## src/rtl/core/lrie_pkg.sv

```systemverilog
// ----------------------------------------------------------------------------
// lrie_pkg
// Shared constants, mode codes and the CORDIC angle table.
// ----------------------------------------------------------------------------
package lrie_pkg;

	localparam int COORD_WIDTH_DEF     = 20;
	localparam int ANGLE_FRAC_BITS_DEF = 12;
	localparam int CORDIC_STAGES_DEF   = 16;

	localparam int    ATAN_LEN   = 24;
	localparam longint TABLE_UNIT = 64'sd100000000000;

	typedef enum logic [1:0] {
		MODE_16     = 2'd0,
		MODE_32     = 2'd1,
		MODE_64     = 2'd2,
		MODE_UNUSED = 2'd3
	} scan_mode_t;

	typedef struct packed {
		logic [5:0] ring;
		logic       keep;
	} ring_res_t;

	// atan(2^-i) in units of 1e-11 degree
	localparam longint ATAN_TBL [ATAN_LEN] = '{
		64'sd4500000000000, 64'sd2656505117708, 64'sd1403624346793, 64'sd712501634890,
		64'sd357633437500, 64'sd178991060825, 64'sd89517371021, 64'sd44761417086,
		64'sd22381050037, 64'sd11190567707, 64'sd5595289189, 64'sd2797645262,
		64'sd1398822714, 64'sd699411368, 64'sd349705685, 64'sd174852843,
		64'sd87426421, 64'sd43713211, 64'sd21856605, 64'sd10928303,
		64'sd5464151, 64'sd2732076, 64'sd1366038, 64'sd683019
	};

	function automatic longint atan_step(int idx, int frac);
		longint scaled;
		scaled = ATAN_TBL[idx] * (longint'(1) << frac);
		return (scaled + TABLE_UNIT / 2) / TABLE_UNIT;
	endfunction

	function automatic int guard_bits(int cw);
		return (cw < 27) ? 27 - cw : 0;
	endfunction

endpackage

```

## src/rtl/core/lrie_cordic_cell.sv

```systemverilog
// ----------------------------------------------------------------------------
// lrie_cordic_cell
// One vectoring micro-rotation with a fixed shift and angle step.
// ----------------------------------------------------------------------------
module lrie_cordic_cell #(
	parameter int DW   = 30,
	parameter int AW   = 20,
	parameter int IDX  = 0,
	parameter int FRAC = 12
) (
	input  logic                 clk,
	input  logic                 en,
	input  logic signed [DW-1:0] cx_i,
	input  logic signed [DW-1:0] cy_i,
	input  logic signed [AW-1:0] ang_i,
	output logic signed [DW-1:0] cx_q,
	output logic signed [DW-1:0] cy_q,
	output logic signed [AW-1:0] ang_q
);
	import lrie_pkg::*;

	localparam logic signed [AW-1:0] STEP = AW'(atan_step(IDX, FRAC));

	logic signed [DW-1:0] dx;
	logic signed [DW-1:0] dy;

	assign dx = cy_i >>> IDX;
	assign dy = cx_i >>> IDX;

	always_ff @(posedge clk) begin
		if (en) begin
			if (!cy_i[DW-1]) begin
				cx_q  <= cx_i + dx;
				cy_q  <= cy_i - dy;
				ang_q <= ang_i + STEP;
			end else begin
				cx_q  <= cx_i - dx;
				cy_q  <= cy_i + dy;
				ang_q <= ang_i - STEP;
			end
		end
	end
endmodule

```

## config.mk

```make
export PLATFORM = sky130hd
export DESIGN_NAME = lrie_cordic_cell
export DESIGN_NICKNAME = d
export VERILOG_FILES = /design/src/rtl/core/lrie_pkg.sv /design/src/rtl/core/lrie_cordic_cell.sv
export SDC_FILE = /design/constraint.sdc
export NUM_CORES = 1
export LEC_CHECK = 0
export ABC_AREA = 0
export BUFFER_PORTS_ARGS = -buffer_cell sky130_fd_sc_hd__buf_2
export CAP_MARGIN = 25
export CORE_MARGIN = 2
export CORE_UTILIZATION = 57
export DETAILED_ROUTE_END_ITERATION = 8
export GPL_TIMING_DRIVEN = 0
export PLACE_DENSITY_LB_ADDON = 0.05
export SYNTH_ARGS = -nofsm -noshare
export SYNTH_HDL_FRONTEND = slang
export SYNTH_SLANG_ARGS = --single-unit
```

## constraint.sdc

```tcl
create_clock -name clk -period 3.5 [get_ports clk]
set_input_delay 0.525 -clock clk [delete_from_list [all_inputs] [get_ports clk]]
set_output_delay 0.525 -clock clk [all_outputs]
set_load 0.05 [all_outputs]
```

-- Word level (Yosys, flattened, before mapping)
Index checks and enable logic that the tools add are counted.
- $add $sub $neg: 5
- multiplexer cells: 3
- operators by type and width (cell ; count):
    two-way mux 30 bit ; 2
    subtractor 30 bit ; 2
    adder 30 bit ; 1
    adder 20 x 19 -> 20 bit, second input constant ; 1
    two-way mux 20 bit ; 1
    subtractor 20 x 19 -> 20 bit, second input constant ; 1
- output and inout bits: 80
- input port bits: 82
- bits in registers: 80
- logic and storage cells: 11

-- Longest topological paths before layout
- depth in word-level cells: 2
- gate-level depth with buffers: 13

-- Least setup slack after synthesis
OpenSTA, ideal clock, no wires.
- path kind: input port to flip-flop
- start point: in cx_i[4]
- end point: reg cx_q[25], data pin
- path buffers: 1
- library setup time: 0.270 ns
- stages: 12
- arrival time: 2.708 ns
- path slack: 0.522 ns
- cells stage by stage: inv_1 -> ha_1 -> buf_6 -> a21oi_4 -> o21bai_2 -> a211o_1 -> a311o_2 -> a221oi_2 -> nor3_1 -> o31ai_2 -> a31oi_1 -> xor2_1
- longest elaborated chain between the ends: 2
- elaborated cells between the ends (all ways): 3
- ends and longest elaborated chain (item ; line ; text):
    start, declared ; lrie_cordic_cell.sv:13 ; input logic signed [DW-1:0] cx_i,
    adder 30 bit / subtractor 30 bit (equally long branches) ; lrie_cordic_cell.sv:33, lrie_cordic_cell.sv:37 ;
    two-way mux 30 bit * ; lrie_cordic_cell.sv:32 ; if (!cy_i[DW-1]) begin
    end signal, assigned ; lrie_cordic_cell.sv:33 ; cx_q <= cx_i + dx;
    end signal, assigned ; lrie_cordic_cell.sv:37 ; cx_q <= cx_i - dx;
    end, declared ; lrie_cordic_cell.sv:16 ; output logic signed [DW-1:0] cx_q,
Mark *: on every way between the ends. The rest lies on a longest branch, timed or not.
A chain may end at the register's enable or synchronous reset.

-- Worst setup path in the final report
- start point: in cx_i[14]
- end point: reg cx_q[29], data pin
Same word-level chain as after synthesis.

==> metrics.yaml <==
place_congestion: 0.977
wl_per_cell_microns: 19.5
crit_type: "in -> reg"
cts_tree: "built"
rows: 42
finish.net_count: 1243
slew-limit-headroom: 0.433
drtIter0Drc: 747
ys.flop_type: "edfxtp_1"
die_y_microns: 121
worstPathMaxFanout: 10
synth_top_area_share: 0.304
cts_max_path_buffers: 2
antenna_found_initial: 0
grt_pass1_vias: 7076
rsz0062_at_grt: "false"
holdPathStages: 1
cap_violations: 0
setup_ws_ps: 69.5
cts.clk_slew.worst_paths_ps: 70
core_sq_um: 13300
pre_cts_ws_ps: -595
ir_drop_mv: 0.259
final_cells: 1238
power.density_nw_per_um2: 437
power_mw: 4.00
synth_area_sq_um: 7810
max_freq_mhz: 292
design.die.area_sq_um: 14700
final_core_util: 0.689
ys_ff_latch: 79
cts-root-buf: "clkbuf_16"
drt_wl_total_mm: 24.2
setup_viol: 0
synth_warnings: 0
diodes: 0
synth_cell_types: 78
drt-vias-per-instance: 6.03
ant_nets: 0
required_ps: 3590
area.growth.synth_to_final_pct: 17.2
timing.final.crit_share: 0.980
cts_buffers: 9
leakagePower_nw: 4.20
boundaryPins: 162
first_pass_iters: 6
place_inst: 1223
drv_slew: 0
hpwlAfterDp_mm: 18.8
synth-async-reset-ratio: 0
hold_path.class: "in -> reg"
min_from: "ang_i[9]"
drc: 0
synth_nets: 1071
hold_buffers: 0
start_kind: "primary input"
grt_max_degree: 63
cp.arrival_ps: 3520
end_kind: "flip-flop"
die_w_microns: 121
synth_edf_count: 79
initial_core_util: 0.588
tightest_slew_ps: 851
route.vias.total: 7465
avgSynthCellArea_sq_um: 8.83
drive_gt1_frac: 0.214
cts.htree.levels: 3
overflow: 0
yosysSeqAreaShare: 0.304
synth.largest_area_cell: "edfxtp_1"
outcome: "finished, final reports clean"
yosysMostFrequentCell: "ha_1"
synth_common_cells: "100 x ha_1, 92 x inv_1, 86 x a21oi_1, 79 x edfxtp_1, 72 x nor2_1"
portBuffers: 161
tns_ps: 0
grt_usage: 0.329
clock-sinks: 79
layout_min_cycle_time_ps: 3430
synthCells: 885
grt_pass1_wl_mm: 37.5
min_to: "ang_q[9]"
yosys-top-cells-area: "edfxtp_1 30%, ha_1 16%, xnor2_1 6.3%"
hold_viol_final: 0
[worst max path at each step]
stage / from / to / slack, ps / cells past startpoint
floorplan: cx_i[4] / cx_q[25] / 520 / 12
detailed placement: cy_i[29] / ang_q[19] / -600 / 12
finish: cx_i[14] / cx_q[29] / 70 / 14
CTS: cy_i[29] / ang_q[19] / 70 / 12
global placement: cx_i[0] / cx_q[24] / -490 / 12
global route: cx_i[14] / cx_q[29] / 2 / 14
[worst max-delay path, stage by stage]
cell	delay, ps
buf_2	100
inv_1	40
ha_1	330
buf_2	220
a21oi_1	280
o311ai_1	250
a2111oi_2	400
buf_4	190
o31ai_2	100
a221oi_2	370
o21ai_1	170
a21oi_1	220
a222oi_1	120
xor2_1	190
[area by class of cell]
class	count	area [sq um]
Multi-Input combinational cell	670	4890
Timing Repair Buffer	163	843
Inverter	95	357
Fill cell	1089	4140
Clock buffer	9	225
Sequential cell	79	2370
Buffer	39	191
Tap cell	176	220
Clock inverter	7	56.3
[repair_timing]
action,CTS,global route
pin swaps,0,1
gates cloned,0,0
resized for setup,3,0
setup buffers,0,1
setup endpoints to repair,3,3
[where the power goes]
group          internal [mW]  total (mW)  switching, mW
registers               1.24        1.28         0.0391
logic                  0.527        1.81           1.29
clock network          0.487       0.913          0.426
total                   2.25        4.00           1.75
[metrics by stage]
stage | hold WS (ps) | area, sq um
global route | 349 | 9160
finish | 354 | 9160
detailed placement | 704 | 8870
floorplan | 624 | 7810
global placement | 701 | 8840
CTS | 344 | 9160
[state kept, by name, summed over array words and instances, names as in the netlist]
name	flops
cx_q	29
cy_q	30
ang_q	20
[per-layer routing]
layer	part of all wire	routed length, microns	track usage
met5	0	0	0
met4	0.026	618	0.111
met3	0.087	2100	0.0578
met2	0.46	11200	0.533
met1	0.42	10200	0.446
[cells in the final DEF (no fill, tap or decap), types with 14 or more instances in the layout]
cell and instances:
xnor2_1 56, o21ai_0 48, clkbuf_1 15, ha_1 100
buf_2 173, nor3_1 25, nand3_1 20, a21o_1 23
nor2_1 72, edfxtp_1 79, a21oi_1 86, mux2i_1 14
inv_1 92, nand2_1 42
[kinds of logic (layout without fill, tap and decap cells)]
group	after synthesis	after routing	synth area share
xor gates and xnor gates	62	62	0.0695
DFF	79	79	0.304
AOI/OAI and AO/OA	271	271	0.234
adders and majority gates	104	104	0.170
buffers and inverters	136	313	0.0708
and+or+nand+nor	219	219	0.134
muxes	14	14	0.0179
Note: power is estimated with default switching activity, not from simulation.
