$ cat config.mk
export PLATFORM = sky130hd
export DESIGN_NAME = lrie_sqrt_cell
export DESIGN_NICKNAME = d
export VERILOG_FILES = /design/src/rtl/core/lrie_sqrt_cell.sv
export SDC_FILE = /design/constraint.sdc
export NUM_CORES = 1
export LEC_CHECK = 0
export BUFFER_PORTS_ARGS = -buffer_cell sky130_fd_sc_hd__buf_4
export CAP_MARGIN = 20
export CORE_MARGIN = 2
export CORE_UTILIZATION = 29
export DETAILED_ROUTE_END_ITERATION = 10
export PLACE_DENSITY = 0.53
export SLEW_MARGIN = 20
export SYNTH_ARGS = -nofsm -noshare
export SYNTH_HDL_FRONTEND = slang
export SYNTH_SLANG_ARGS = --single-unit
$ cat constraint.sdc
create_clock -name clk -period 3.3 [get_ports clk]
set_input_delay 0.33 -clock clk [delete_from_list [all_inputs] [get_ports clk]]
set_output_delay 0.33 -clock clk [all_outputs]
set_load 0.05 [all_outputs]
$ cat src/rtl/core/lrie_sqrt_cell.sv
// ----------------------------------------------------------------------------
// lrie_sqrt_cell
// One digit of a restoring square root: two radicand bits in, one root bit out.
// ----------------------------------------------------------------------------
module lrie_sqrt_cell #(
	parameter int RW = 27
) (
	input  logic            clk,
	input  logic            en,
	input  logic [2*RW-1:0] rad_i,
	input  logic [RW+1:0]   rem_i,
	input  logic [RW-1:0]   root_i,
	output logic [2*RW-1:0] rad_q,
	output logic [RW+1:0]   rem_q,
	output logic [RW-1:0]   root_q
);
	logic [RW+1:0] rem2;
	logic [RW+1:0] trial;
	logic          ge;

	always_comb begin
		rem2  = {rem_i[RW-1:0], rad_i[2*RW-1 -: 2]};
		trial = {root_i, 2'b01};
		ge    = (rem2 >= trial);
	end

	always_ff @(posedge clk) begin
		if (en) begin
			rad_q  <= rad_i << 2;
			rem_q  <= ge ? rem2 - trial : rem2;
			root_q <= {root_i[RW-2:0], ge};
		end
	end
endmodule

== Word level (Yosys, flattened, before mapping) ==
Cells that the tools add are included.

* Register bits after elaboration: 108
* Latch bits: 0
* Bits in writable memories: 0
* ROM bits: 0
* Input bits: 112
* Output and inout port bits: 110
* Logic and storage cells: 6
* Memories kept: 0

* Add/sub/neg operators: 1
* Multipliers: 0
* Divide/modulo/power cells: 0
* Magnitude comparators: 1
* Eq/ne operators: 0
* Shifts and indexed selects: 0
* Multiplexer cells: 1
* Bitwise logic cells: 0
* Reductions and logical operators: 0

{| class="wikitable"
|+ Operators by type and width
! cell !! count
|-
| 29-bit greater-or-equal comparator || 1
|-
| 29-bit 2-to-1 mux || 1
|-
| 29-bit subtractor || 1
|}

== Logic depth before layout (Yosys ltp) ==
* Word-level depth: 2
* Mapped depth: 11
* Gate-level depth less buffers: 9

== Worst setup path before layout ==
Ideal clock, no wire load.

* Kind: input to register
* Start point: input port root_i[18]
* End point: register rem_q[11], data pin
* Setup time: 0.260 ns
* Arrival time: 2.548 ns
* Required time: 3.040 ns
* Slack: 0.493 ns
* Stages on the path: 10
* Path buffers: 1
* Path through: inv_1 > ha_1 > a21oi_1 > o21ai_0 > a41o_1 > and3_2 > a211oi_2 > or2_4 > clkbuf_8 > mux2_2

* Cells in the longest elaborated chain, start to end: 2

{| class="wikitable"
|+ RTL lines
! element !! line !! text
|-
| start, declared || 12 || <nowiki>input logic [RW-1:0] root_i,</nowiki>
|-
| 29-bit greater-or-equal comparator || 24 || <nowiki>ge = (rem2 >= trial);</nowiki>
|-
| 29-bit 2-to-1 mux || 30 || <nowiki>rem_q <= ge ? rem2 - trial : rem2;</nowiki>
|-
| end signal, assigned || 30 ||
|-
| end, declared || 14 || <nowiki>output logic [RW+1:0] rem_q,</nowiki>
|}

No other way between the ends.
A chain may end at the register's enable or synchronous reset.

== Worst setup path after layout ==
* Start point: input port root_i[8]
* End point: register rem_q[22], data pin

* Cells in the longest elaborated chain, start to end: 2
* Elaborated cells between the ends (all ways): 3
* Classes of those cells: 1 x add/sub; 1 x order compare; 1 x mux

{| class="wikitable"
|+ RTL lines
! element !! line
|-
| 29-bit subtractor / 29-bit greater-or-equal comparator (equally long branches) || 30, 24
|-
| 29-bit 2-to-1 mux (*) || 30
|}

Mark *: on every way between the ends. The rest lies on a longest branch, timed or not.

==> key figures <==
Critical path
  • Critical-path cell list: buf_4 > inv_1 > ha_1 > and4_4 > and3_4 > nand4_1 > o311ai_2 > a211oi_2 > or2_4 > buf_12 > o41ai_2
  • Crit path max fanout: 12
  • Crit end category: flip-flop
  • Worst Setup SP: root_i[8]
  • Crit. path cell count: 11
  • Kind of critical path: input port to flip-flop
  • Startpoint Class: input port
  • Critical path buffer and inverter count: 3
  • Slowest-stage cell, CP: ha_1
  • Critical Path AT: between 2000 and 3000 ps
  • Critical Path Max Stage Delay: 420 ps
  • Worst EP required: 3450 ps
  • Worst path top cell family by delay: simple AND/OR/NAND/NOR gates

Yosys
  • Post-synth EDFFs: 108
  • Synth cell types: 58
  • Dominant synthesized flop cell: edfxtp_1
  • Syn. warnings: 0
  • Sequential cell area fraction in the yosys report: 0.589
  • Avg Cell Area, Syn: 12.7 sq um
  • Post-Syn Area: 5510 sq um
  • Synth Register Bits: 108
  • Async set-or-reset flop fraction in the synthesized netlist: 0
  • Instance count of the mapped netlist: 434

Floorplan
  • DIE AREA: roughly 20000 sq um
  • CORE AREA: 18600 sq um
  • Chip width: about 140 um
  • Initial Util: 0.295
  • Ports: 222
  • Standard-cell rows: 50
  • Die Y: 142 um

Final layout
  • Synth-to-layout area growth: 41.3%
  • Nets: a little over 800
  • N_diodes: 0
  • Share of cells above drive strength 1: 0.427

GRT
  • First-pass GRT wire length: 24300 um
  • Largest net degree at the start of global routing: 49
  • Total Routing Usage GR: 0.156
  • Initial antenna violation count: 1
  • Gr ovfl total: 0
  • Number of global-route vias before repair: between 4000 and 5000

Timing
  • Unrepaired setup endpoints after global routing: no
  • Period minus WS final: 2650 ps
  • Maximum clock rate: 378 MHz
  • Fin crit share: 0.802
  • # setup viols final: 0
  • Fin. max-slew vios: 0
  • Tightest Pin Transition: 561 ps
  • Worst slew margin: 0.617
  • Final hold violation count: 0
  • Setup tns final: 0 ps

Status
  • Outcome: complete, no violations

Power
  • Leak Pwr: 3.40 nW
  • Total power: 4.12 mW
  • Switching Fraction: 0.348
  • Clock power frac: 0.261
  • Net switching power: between 1 and 1.5 mW
  • PwrDens: about 530 nW/um^2
  • Int Power: approximately 2.7 mW
  • Flop pwr share: 0.414
  • Worst vdd ir: ~210 uV
  • Combinational power share: 0.325

Detailed routing
  • Initial DRC Count: slightly above 200
  • DRT antenna net count: 0
  • Drt pass-1 iters: 4
  • DRC: 0
  • Routed len/inst: 17.7 um
  • Via/cell ratio: 4.82
  • Via count: around 4400
  • Total Routed Length: 16000 um

Clocking
  • Clock Pin Slew Worst Setup and Hold Paths: 80 ps
  • Num CTS Buffers: 9
  • Total setup buffers inserted after CTS: 0
  • PostCTS Resize Cnt: 0
  • Max Buffers Root-to-Sink: 2
  • CTS tree: yes
  • CTS root buffer: clkbuf_16
  • TritonCTS Sinks: ~110
  • Count of hold buffers inserted by post-cts repair: 0
  • H-tree levels: 3

Worst hold path
  • Hold Path End: rad_q[15]$_DFFE_PP_
  • Hold Crit Class: input port to flip-flop
  • WHS Path Cells: 1
  • Hold path startpoint: rad_i[13]

Placement
  • Port Buf Inserts: 217
  • GPL Wtd Cong: about 0.87
  • DP Wirelength: 12500 um

Job
  • Max Cap Viol: 0
area by class of cell:
cell class	instances	area, sq um
fillers	1814	10900
inverters	35	131
multi-input cells	275	2010
clock buffers	9	225
flip-flops and latches	108	3240
repair buffers	236	1810
well taps	234	293
clock inverters	7	71.3
placed cells by master, fill, tap and decap left out, types with 3 or more instances in the layout:
cell type    n
o21a_1       6
buf_12       3
mux2_2      22
buf_4      233
ha_1        29
nand4_1      7
nor3_1      11
inv_1       35
a21o_1      13
a21oi_1     23
o211ai_1     3
a211oi_1     3
nor2_1      20
nand2_1     26
nand3_1      7
edfxtp_1   108
xor2_1       7
clkbuf_16    9
o22ai_1      3
o21ai_0     28
o31ai_1      4
xnor2_1     15
and3_1       6
a31oi_1      4
power by group through the flow:
stage | Sequential [mW] | Combinational [mW] | Clock (mW)
floorplan | 2.20 | 0.408 | 0
global placement | 1.74 | 1.34 | 0
detailed placement | 1.74 | 1.34 | 0
CTS | 1.71 | 1.35 | 1.13
global route | 1.72 | 1.43 | 1.17
finish | 1.70 | 1.34 | 1.07
cell usage after synthesis (2+ instances only):
cell         n  area share
o22ai_1      3      0.0034
buf_4        6      0.0082
nor3b_1      2      0.0027
o311ai_0     2      0.0032
clkbuf_8     2      0.0050
clkbuf_1     2      0.0014
or2_2        2      0.0023
and3_1       6      0.0068
buf_6        2      0.0041
o2111ai_1    2      0.0032
a21o_2       2      0.0032
a21oi_1     23       0.021
ha_1        29       0.066
o31ai_1      4      0.0055
o21ai_0     28       0.025
mux2_2      22       0.045
edfxtp_1   108        0.59
nor2_1      20       0.014
or3_1        2      0.0023
nor3_1      11       0.010
a31oi_1      4      0.0045
nand4_1      7      0.0080
nand2_1     26       0.018
a21o_1      13       0.018
o21a_1       6      0.0082
a211oi_1     3      0.0041
o211ai_1     3      0.0041
nand3_1      7      0.0064
xnor2_1     15       0.024
xor2_1       7       0.011
inv_1       35       0.024
buf_2        4      0.0036
cells by family (layout without fill, tap and decap cells):
group | count (synthesis) | in the layout | synth area share
compound gates | 106 | 106 | 0.131
xor+xnor | 22 | 22 | 0.0350
fa+ha+maj | 29 | 29 | 0.0659
buf+inv | 52 | 287 | 0.0470
flops | 108 | 108 | 0.589
mux | 23 | 23 | 0.0468
other cells | 1 | 2 | 0.000681
simple gates | 93 | 93 | 0.0845
metal layers:
layer | vias to the layer above | GRT usage | wire, um
met5 | - | 0 | 16
met4 | 2 | 0.0389 | 243
met3 | 18 | 0.0371 | 1100
met2 | 161 | 0.268 | 7910
met1 | 2082 | 0.198 | 6770
li1 | 2090 | - | -
worst max-delay path by stage:
stage | endpoint | slack (ps)
finish | rem_q[22]$_DFFE_PP_ | 650
global route | rem_q[22]$_DFFE_PP_ | 480
CTS | rem_q[22]$_DFFE_PP_ | 680
detailed placement | rem_q[22]$_DFFE_PP_ | 330
global placement | rem_q[17]$_DFFE_PP_ | 340
floorplan | rem_q[11]$_DFFE_PP_ | 490
registers in the layout, indices dropped and copies added, names as in the netlist:
name / cells
rad_q: 52
rem_q: 29
root_q: 27
through the flow:
stage	utilization	cells	hold slack [ps]	instance area, sq um	setup WS (ps)
6_report	0.417	904	153	7780	654
5_1_grt	0.417	904	131	7780	481
4_1_cts	0.417	904	134	7780	682
3_5_place_dp	0.402	888	509	7490	330
3_3_place_gp	0.402	888	509	7490	335
2_1_floorplan	-	435	429	5510	493
Note: power is estimated with default switching activity, not from simulation.
