[src/rtl/core/lrie_pkg.sv]
// ----------------------------------------------------------------------------
// lrie_pkg
// Shared constants, mode codes and the CORDIC angle table.
// ----------------------------------------------------------------------------
package lrie_pkg;

	localparam int COORD_WIDTH_DEF     = 20;
	localparam int ANGLE_FRAC_BITS_DEF = 12;
	localparam int CORDIC_STAGES_DEF   = 16;

	localparam int    ATAN_LEN   = 24;
	localparam longint TABLE_UNIT = 64'sd100000000000;

	typedef enum logic [1:0] {
		MODE_16     = 2'd0,
		MODE_32     = 2'd1,
		MODE_64     = 2'd2,
		MODE_UNUSED = 2'd3
	} scan_mode_t;

	typedef struct packed {
		logic [5:0] ring;
		logic       keep;
	} ring_res_t;

	// atan(2^-i) in units of 1e-11 degree
	localparam longint ATAN_TBL [ATAN_LEN] = '{
		64'sd4500000000000, 64'sd2656505117708, 64'sd1403624346793, 64'sd712501634890,
		64'sd357633437500, 64'sd178991060825, 64'sd89517371021, 64'sd44761417086,
		64'sd22381050037, 64'sd11190567707, 64'sd5595289189, 64'sd2797645262,
		64'sd1398822714, 64'sd699411368, 64'sd349705685, 64'sd174852843,
		64'sd87426421, 64'sd43713211, 64'sd21856605, 64'sd10928303,
		64'sd5464151, 64'sd2732076, 64'sd1366038, 64'sd683019
	};

	function automatic longint atan_step(int idx, int frac);
		longint scaled;
		scaled = ATAN_TBL[idx] * (longint'(1) << frac);
		return (scaled + TABLE_UNIT / 2) / TABLE_UNIT;
	endfunction

	function automatic int guard_bits(int cw);
		return (cw < 27) ? 27 - cw : 0;
	endfunction

endpackage

[src/rtl/core/lrie_ring_map.sv]
// ----------------------------------------------------------------------------
// lrie_ring_map
// Angle word to ring index for the 16, 32 and 64 line rules, two stages.
// ----------------------------------------------------------------------------
module lrie_ring_map #(
	parameter int AW   = 20,
	parameter int FRAC = 12
) (
	input  logic                 clk,
	input  logic                 en,
	input  logic signed [AW-1:0] ang,
	input  logic [1:0]           mode,
	output lrie_pkg::ring_res_t  res_s2
);
	import lrie_pkg::*;

	localparam int WW = FRAC + 18;
	localparam logic signed [WW-1:0] ONE = WW'(longint'(1) << FRAC);

	logic signed [WW-1:0] aw, n0, n1, n2, m, a100;
	logic                 keep0, keep1, br1, drop2;
	logic [3:0]           id0;
	logic [4:0]           id1;
	logic [5:0]           id2a;
	logic [11:0]          t;

	logic       keep0_s1, keep1_s1, br1_s1, drop2_s1;
	logic [3:0] id0_s1;
	logic [4:0] id1_s1;
	logic [5:0] id2a_s1;
	logic [11:0] t_s1;
	logic [1:0] mode_s1;

	logic [24:0] prod;
	logic [5:0]  id2b;
	ring_res_t   nxt;

	always_comb begin
		aw    = WW'(ang);
		a100  = WW'(aw * 100);
		n0    = WW'(aw + 16 * ONE);
		n1    = WW'(3 * aw + 92 * ONE);
		n2    = WW'(13 * ONE - 6 * aw);
		m     = WW'(-1716 * ONE - 200 * aw);
		keep0 = (n0 > -2 * ONE) && (n0 < 32 * ONE);
		id0   = n0[WW-1] ? 4'd0 : n0[FRAC+4:FRAC+1];
		keep1 = (n1 > -4 * ONE) && (n1 < 128 * ONE);
		id1   = n1[WW-1] ? 5'd0 : n1[FRAC+6:FRAC+2];
		br1   = a100 >= -883 * ONE;
		id2a  = n2[FRAC+6:FRAC+1];
		drop2 = (aw > 2 * ONE) || (a100 < -2433 * ONE);
		t     = m[FRAC+11:FRAC];
	end

	always_ff @(posedge clk) begin
		if (en) begin
			keep0_s1 <= keep0;
			keep1_s1 <= keep1;
			br1_s1   <= br1;
			drop2_s1 <= drop2;
			id0_s1   <= id0;
			id1_s1   <= id1;
			id2a_s1  <= id2a;
			t_s1     <= t;
			mode_s1  <= mode;
		end
	end

	// divide by 100: exact below 43699
	always_comb begin
		prod = 25'(t_s1) * 25'd5243;
		id2b = 6'd32 + 6'(prod[24:19]);
		nxt  = '0;
		unique case (mode_s1)
			MODE_16: begin
				nxt.keep = keep0_s1;
				nxt.ring = keep0_s1 ? 6'(id0_s1) : 6'd0;
			end
			MODE_32: begin
				nxt.keep = keep1_s1;
				nxt.ring = keep1_s1 ? 6'(id1_s1) : 6'd0;
			end
			MODE_64: begin
				if (drop2_s1) begin
					nxt.keep = 1'b0;
				end else if (br1_s1) begin
					nxt.keep = 1'b1;
					nxt.ring = id2a_s1;
				end else begin
					nxt.keep = (id2b <= 6'd50);
					nxt.ring = (id2b <= 6'd50) ? id2b : 6'd0;
				end
			end
			default: begin
				nxt = '0;
			end
		endcase
	end

	always_ff @(posedge clk) begin
		if (en) begin
			res_s2 <= nxt;
		end
	end
endmodule

[config.mk]
export PLATFORM = sky130hd
export DESIGN_NAME = lrie_ring_map
export DESIGN_NICKNAME = d
export VERILOG_FILES = /design/src/rtl/core/lrie_pkg.sv /design/src/rtl/core/lrie_ring_map.sv
export SDC_FILE = /design/constraint.sdc
export NUM_CORES = 1
export LEC_CHECK = 0
export BUFFER_PORTS_ARGS = -buffer_cell sky130_fd_sc_hd__buf_4
export CORE_MARGIN = 2
export CORE_UTILIZATION = 33
export CTS_CLUSTER_SIZE = 28
export DETAILED_ROUTE_END_ITERATION = 10
export MAX_ROUTING_LAYER = met4
export SETUP_SLACK_MARGIN = 0.4
export SKIP_LAST_GASP = 1
export SLEW_MARGIN = 10
export SYNTH_ARGS = -nofsm -noshare
export SYNTH_HDL_FRONTEND = slang
export SYNTH_SLANG_ARGS = --single-unit
[constraint.sdc]
create_clock -name clk -period 5.4 [get_ports clk]
set_input_delay 0.27 -clock clk [delete_from_list [all_inputs] [get_ports clk]]
set_output_delay 0.27 -clock clk [all_outputs]
set_load 0.005 [all_outputs]
## Word-level counts from Yosys, hierarchy flattened

Cells that the tools add are included.

| cells by class | value |
|---|---|
| $add $sub $neg | 5 |
| multipliers | 5 |
| $lt $le $gt $ge | 8 |
| equality and inequality tests | 2 |
| muxes and demuxes | 7 |
| reductions and logical operators | 4 |

Operator list:

| cell | number |
|---|---|
| 28-bit by 23-bit greater-or-equal comparator with 1-bit output (second input constant) | 1 |
| 28-bit by 25-bit less-than comparator with 1-bit output (second input constant) | 1 |
| 20-bit by 6-bit multiplier with 26-bit output (second input constant) | 1 |
| 12-bit by 13-bit multiplier with 25-bit output (second input constant) | 1 |
| 23-bit by 20-bit adder with 24-bit output (second input constant) | 1 |
| 24-bit by 15-bit greater-than comparator with 1-bit output (second input constant) | 1 |
| 24-bit by 21-bit less-than comparator with 1-bit output (second input constant) | 1 |
| 24-bit subtractor (first input constant) | 1 |
| 3-bit by 20-bit multiplier with 23-bit output (first input constant) | 1 |
| 20-bit by 18-bit adder with 21-bit output (second input constant) | 1 |
| 21-bit by 14-bit greater-than comparator with 1-bit output (second input constant) | 1 |
| 21-bit by 19-bit less-than comparator with 1-bit output (second input constant) | 1 |
| 6-bit by 20-bit multiplier with 21-bit output (first input constant) | 1 |
| 7-bit one-hot mux with 3 select lines | 1 |
| 20-bit by 15-bit greater-than comparator with 1-bit output (second input constant) | 1 |
| 3-bit by 20-bit multiplier with 18-bit output (first input constant) | 1 |
| 17-bit by 19-bit subtractor with 19-bit output (first input constant) | 1 |
| 6-bit 2-to-1 mux | 2 |
| 7-bit 2-to-1 mux | 1 |
| 6-bit adder (first input constant) | 1 |
| 6-bit <= comparator (second input constant) | 1 |
| 5-bit 2-to-1 mux | 1 |
| 4-bit 2-to-1 mux | 1 |
| 2-bit by 1-bit equality test with 1-bit output (second input constant) | 1 |
| 5 further kinds | 6 |

| word-level totals | value |
|---|---|
| flip-flop bits (word level) | 40 |
| word-level logic and storage cells | 42 |

## Longest topological paths before layout

| depth | value |
|---|---|
| depth in word-level cells | 7 |
| mapped depth | 20 |

## Worst setup path before layout

No wires, ideal clock.

| path | value |
|---|---|
| path kind | reg2reg |
| from | register t_s1[6] |
| to | register res_s2[2] (netlist bit) (data pin) |
| setup time | 0.270 ns |
| arrival time | 4.849 ns |
| setup slack | 0.280 ns |
| stages on the path, launching flop included | 19 |
| period minus slack after synthesis | 5.120 ns |
| cell sequence | edfxtp_1 -> inv_1 -> fa_1 -> fa_1 -> fa_1 -> inv_1 -> fa_1 -> inv_1 -> fa_1 -> inv_1 -> ha_1 -> a21oi_1 -> nand3b_1 -> o211ai_1 -> o21ai_0 -> and2_1 -> xnor2_1 -> a31oi_1 -> o31ai_1 |

RTL lines:

| item | line | RTL |
|---|---|---|
| start: declaration | lrie_ring_map.sv:31 | `logic [11:0] t_s1;` |
| start signal: assignment | lrie_ring_map.sv:64 | `t_s1 <= t;` |
| end signal: assignment | lrie_ring_map.sv:102 | `res_s2 <= nxt;` |
| end: declaration | lrie_ring_map.sv:13 | `output lrie_pkg::ring_res_t res_s2` |

==> metrics.md <==
| Metric | Value |
|---|---|
| Status | `finished, final reports clean` |
| DP Area | `between 10000 and 15000 um^2` |
| Post-synth top area cell | `ha_1` |
| Reg2reg start | `t_s1[9]` |
| Synth warnings | `0` |
| Setup-failing EPs final | `0` |
| Nets | `1457` |
| Via Count | `around 7600` |
| Avg WL per Cell | `between 10 and 15 um` |
| Max-Cap Viols | `0` |
| Total wire length | `22100 um` |
| Crit path to | `res_s2[1]` |
| GRT Util Overall | `14.9%` |
| CTS H-tree lvls | `2` |
| Slew Viols, Final | `0` |
| Mapped Cells | `1094` |
| Fillers | `a little under 3000` |
| Initial antenna violation count | `0` |
| TritonCTS Buffers | `5` |
| Initial DRC Count | `between 400 and 500` |
| FF/Latch Area | `1200 um^2` |
| Syn nets | `~1400` |
| Vias in the first global route | `about 7500` |
| Crit. End Element | `flop` |
| Vert. Die Dim | `174 um` |
| Largest net degree at the start of global routing | `between 40 and 50` |
| Fmax achieved | `0.197 GHz` |
| Minimum clock period | `between 5 and 6 ns` |
| Core box area | `approximately 29000 um^2` |
| Clock Latency Late Sink | `between 0.2 and 0.3 ns` |
| Fin cells | `approximately 1500` |
| Clk buf depth | `2` |
| Detailed-placement wirelength estimate | `18900 um` |
| Hold WC Path Type | `primary input to flop` |
| DP Cell Count | `about 1500` |
| Sequential share of the synthesized area | `approximately 13%` |
| EDFF count, synth | `40` |
| DR vias/cell | `4.97` |
| Initial Util | `between 30% and 40%` |
| Post-synthesis register bit count | `40` |
| Clock Skew | `roughly 0.0027 ns` |
| Top Ports | `31` |
| Grt ovf | `0` |
| # DRC | `0` |
| CP startpoint kind | `flop` |
| Width of the die | `around 170 um` |
| Post-synth ARST share | `0%` |
| Multi-input gate area | `about 7700 um^2` |
| Startpoint of the lowest-slack hold path | `mode[0]` |
| Rel. slew slack | `between 50% and 60%` |
| Crit path launch | `t_s1[9]` |
| Main synth FF type | `edfxtp_1` |
| First-pass GRT wire length | `approximately 37000 um` |
| Worst R2R End | `res_s2[1]` |
| Die area | `30300 um^2` |
| P&R area growth vs syn | `13.3%` |
| Setup_tns | `0 ns` |
| Clk sinks | `40` |
| Worst Tran Pin Value | `0.602 ns` |
| Class of the most critical setup path | `flop to flop` |
| Most numerous cell in the Yosys netlist | `inv_1` |
| Post-Synthesis Mean Instance Area | `approximately 8.7 um^2` |
| Crit path required time | `between 5 and 6 ns` |
| Post-synthesis cell type count | `66` |
| Final instance area | `roughly 11000 um^2` |
| Root Buffer Master | `clkbuf_16` |
| GPL Wtd Cong | `around 0.88` |
| Top cells by count, synth | `238 x inv_1, 208 x ha_1, 77 x fa_1` |
| CTS tree | `yes` |
| R2R depth | `17` |
| Port bufs | `30` |
| Layout cells sized above 1 | `10.4%` |
| Clock transition time at the flip-flop clock pins of the worst setup and hold paths | `0.06 ns` |
| Hold-fix buffers, CTS | `0` |
| R2r setup slk | `about 0.32 ns` |
| Ant. Diodes | `0` |
| CP Data Arrival Time | `approximately 5.1 ns` |
| Top post-synthesis cells by area | `ha_1 27%, fa_1 16%, edfxtp_1 13%` |
| Period utilization | `94.1%` |
| CP max FO | `5` |
| Mapped cell area | `roughly 9600 um^2` |
| Unrepaired setup endpoints after global routing | `yes` |
| Synth top area share | `a little over a quarter` |
| Pre-antenna DRT Iters | `5` |
| Final hold viol count | `0` |
| Detail Route Antenna Nets | `0` |
| FP Rows | `62` |
==> logic make-up after synthesis <==
kind of cell             after synthesis  synth area share [%]
AO/OA/AOI/OAI                        217                  15.6
XOR/XNOR                              59                  5.41
adder cells (fa/ha/maj)              285                  43.4
buffers and inverters                248                  9.76
flip-flops                            40                  12.6
multiplexers                           4                 0.419
AND/OR/NAND/NOR                      241                  12.8
==> flip-flops by register name (all words and copies together), names as in the netlist <==
signal	count
id1_s1	5
br1_s1	1
id2a_s1	6
keep0_s1	1
res_s2	7
keep1_s1	1
mode_s1	2
drop2_s1	1
t_s1	12
id0_s1	4
==> metrics by stage <==
step / hold WS, ns / util [%] / worst slack [ns]
after floorplan: 0.369 / - / 0.402
after CTS: 0.159 / 37.5 / 0.374
after global routing: 0.153 / 37.8 / 0.158
after global placement: 0.452 / 36.0 / 0.218
final: 0.162 / 37.8 / 0.319
after detailed placement: 0.449 / 36.0 / 0.0657
==> final cells by class <==
type	count	share of cell area, %
Clock buffer	5	1.16
Tap cell	384	4.44
Sequential cell	40	11.1
Clock inverter	3	0.428
Multi-Input combinational cell	806	70.7
Timing Repair Buffer	57	3.95
Inverter	238	8.25
==> cells in the final DEF, fill, tap and decap left out, types with 9 or more instances in the layout <==
master	synthesis	layout
a211oi_1	10	9
a21o_1	9	9
a21oi_1	49	46
and2_1	12	11
buf_4	0	57
edfxtp_1	40	40
fa_1	77	77
ha_1	208	202
inv_1	238	231
nand2_1	57	57
nand2b_1	11	11
nand3_1	16	15
nand4_1	10	10
nor2_1	56	55
nor2b_1	12	12
nor3_1	23	23
o211ai_1	12	12
o21ai_0	38	35
xnor2_1	42	41
xor2_1	17	17
==> critical path: stages, from the launching register on <==
cell	delay, ns
edfxtp_1	0.48
fa_1	0.61
xor2_1	0.18
ha_2	0.31
fa_1	0.47
fa_1	0.50
inv_2	0.04
fa_1	0.54
inv_2	0.05
ha_4	0.26
nand4_1	0.11
buf_4	0.17
nor4_4	0.19
o21ai_1	0.11
a311oi_2	0.26
nand2_1	0.14
a31oi_4	0.29
o31ai_1	0.12
==> layer usage <==
metal | GRT usage, % | share of wire, % | wire length, um | vias to the layer above
met3 | 1.09 | 3.0 | 674 | 20
li1 | - | - | - | 3857
met1 | 20.3 | 50 | 11000 | 3592
met5 | - | 0 | 0 | -
met2 | 24.7 | 46 | 10200 | 148
met4 | 2.52 | 1.2 | 273 | 0
==> repair_timing <==
item | 4_1_cts | 5_1_grt
resized for setup | 23 | 13
pin swaps | 41 | 16
buffers inserted | 18 | 4
setup endpoints to repair | 7 | 8
==> how the worst min path moves through the flow <==
stage | to | slack, ns | depth (start not counted)
floorplan | mode_s1[0] | 0.37 | 0
global placement | mode_s1[0] | 0.45 | 1
detailed placement | mode_s1[1] | 0.45 | 1
CTS | mode_s1[0] | 0.16 | 1
global route | mode_s1[0] | 0.15 | 1
finish | mode_s1[0] | 0.16 | 1
Power is left out: the tool's default activity adds up to more than one toggle a clock period on the data nets, which glitch-free logic cannot reach.
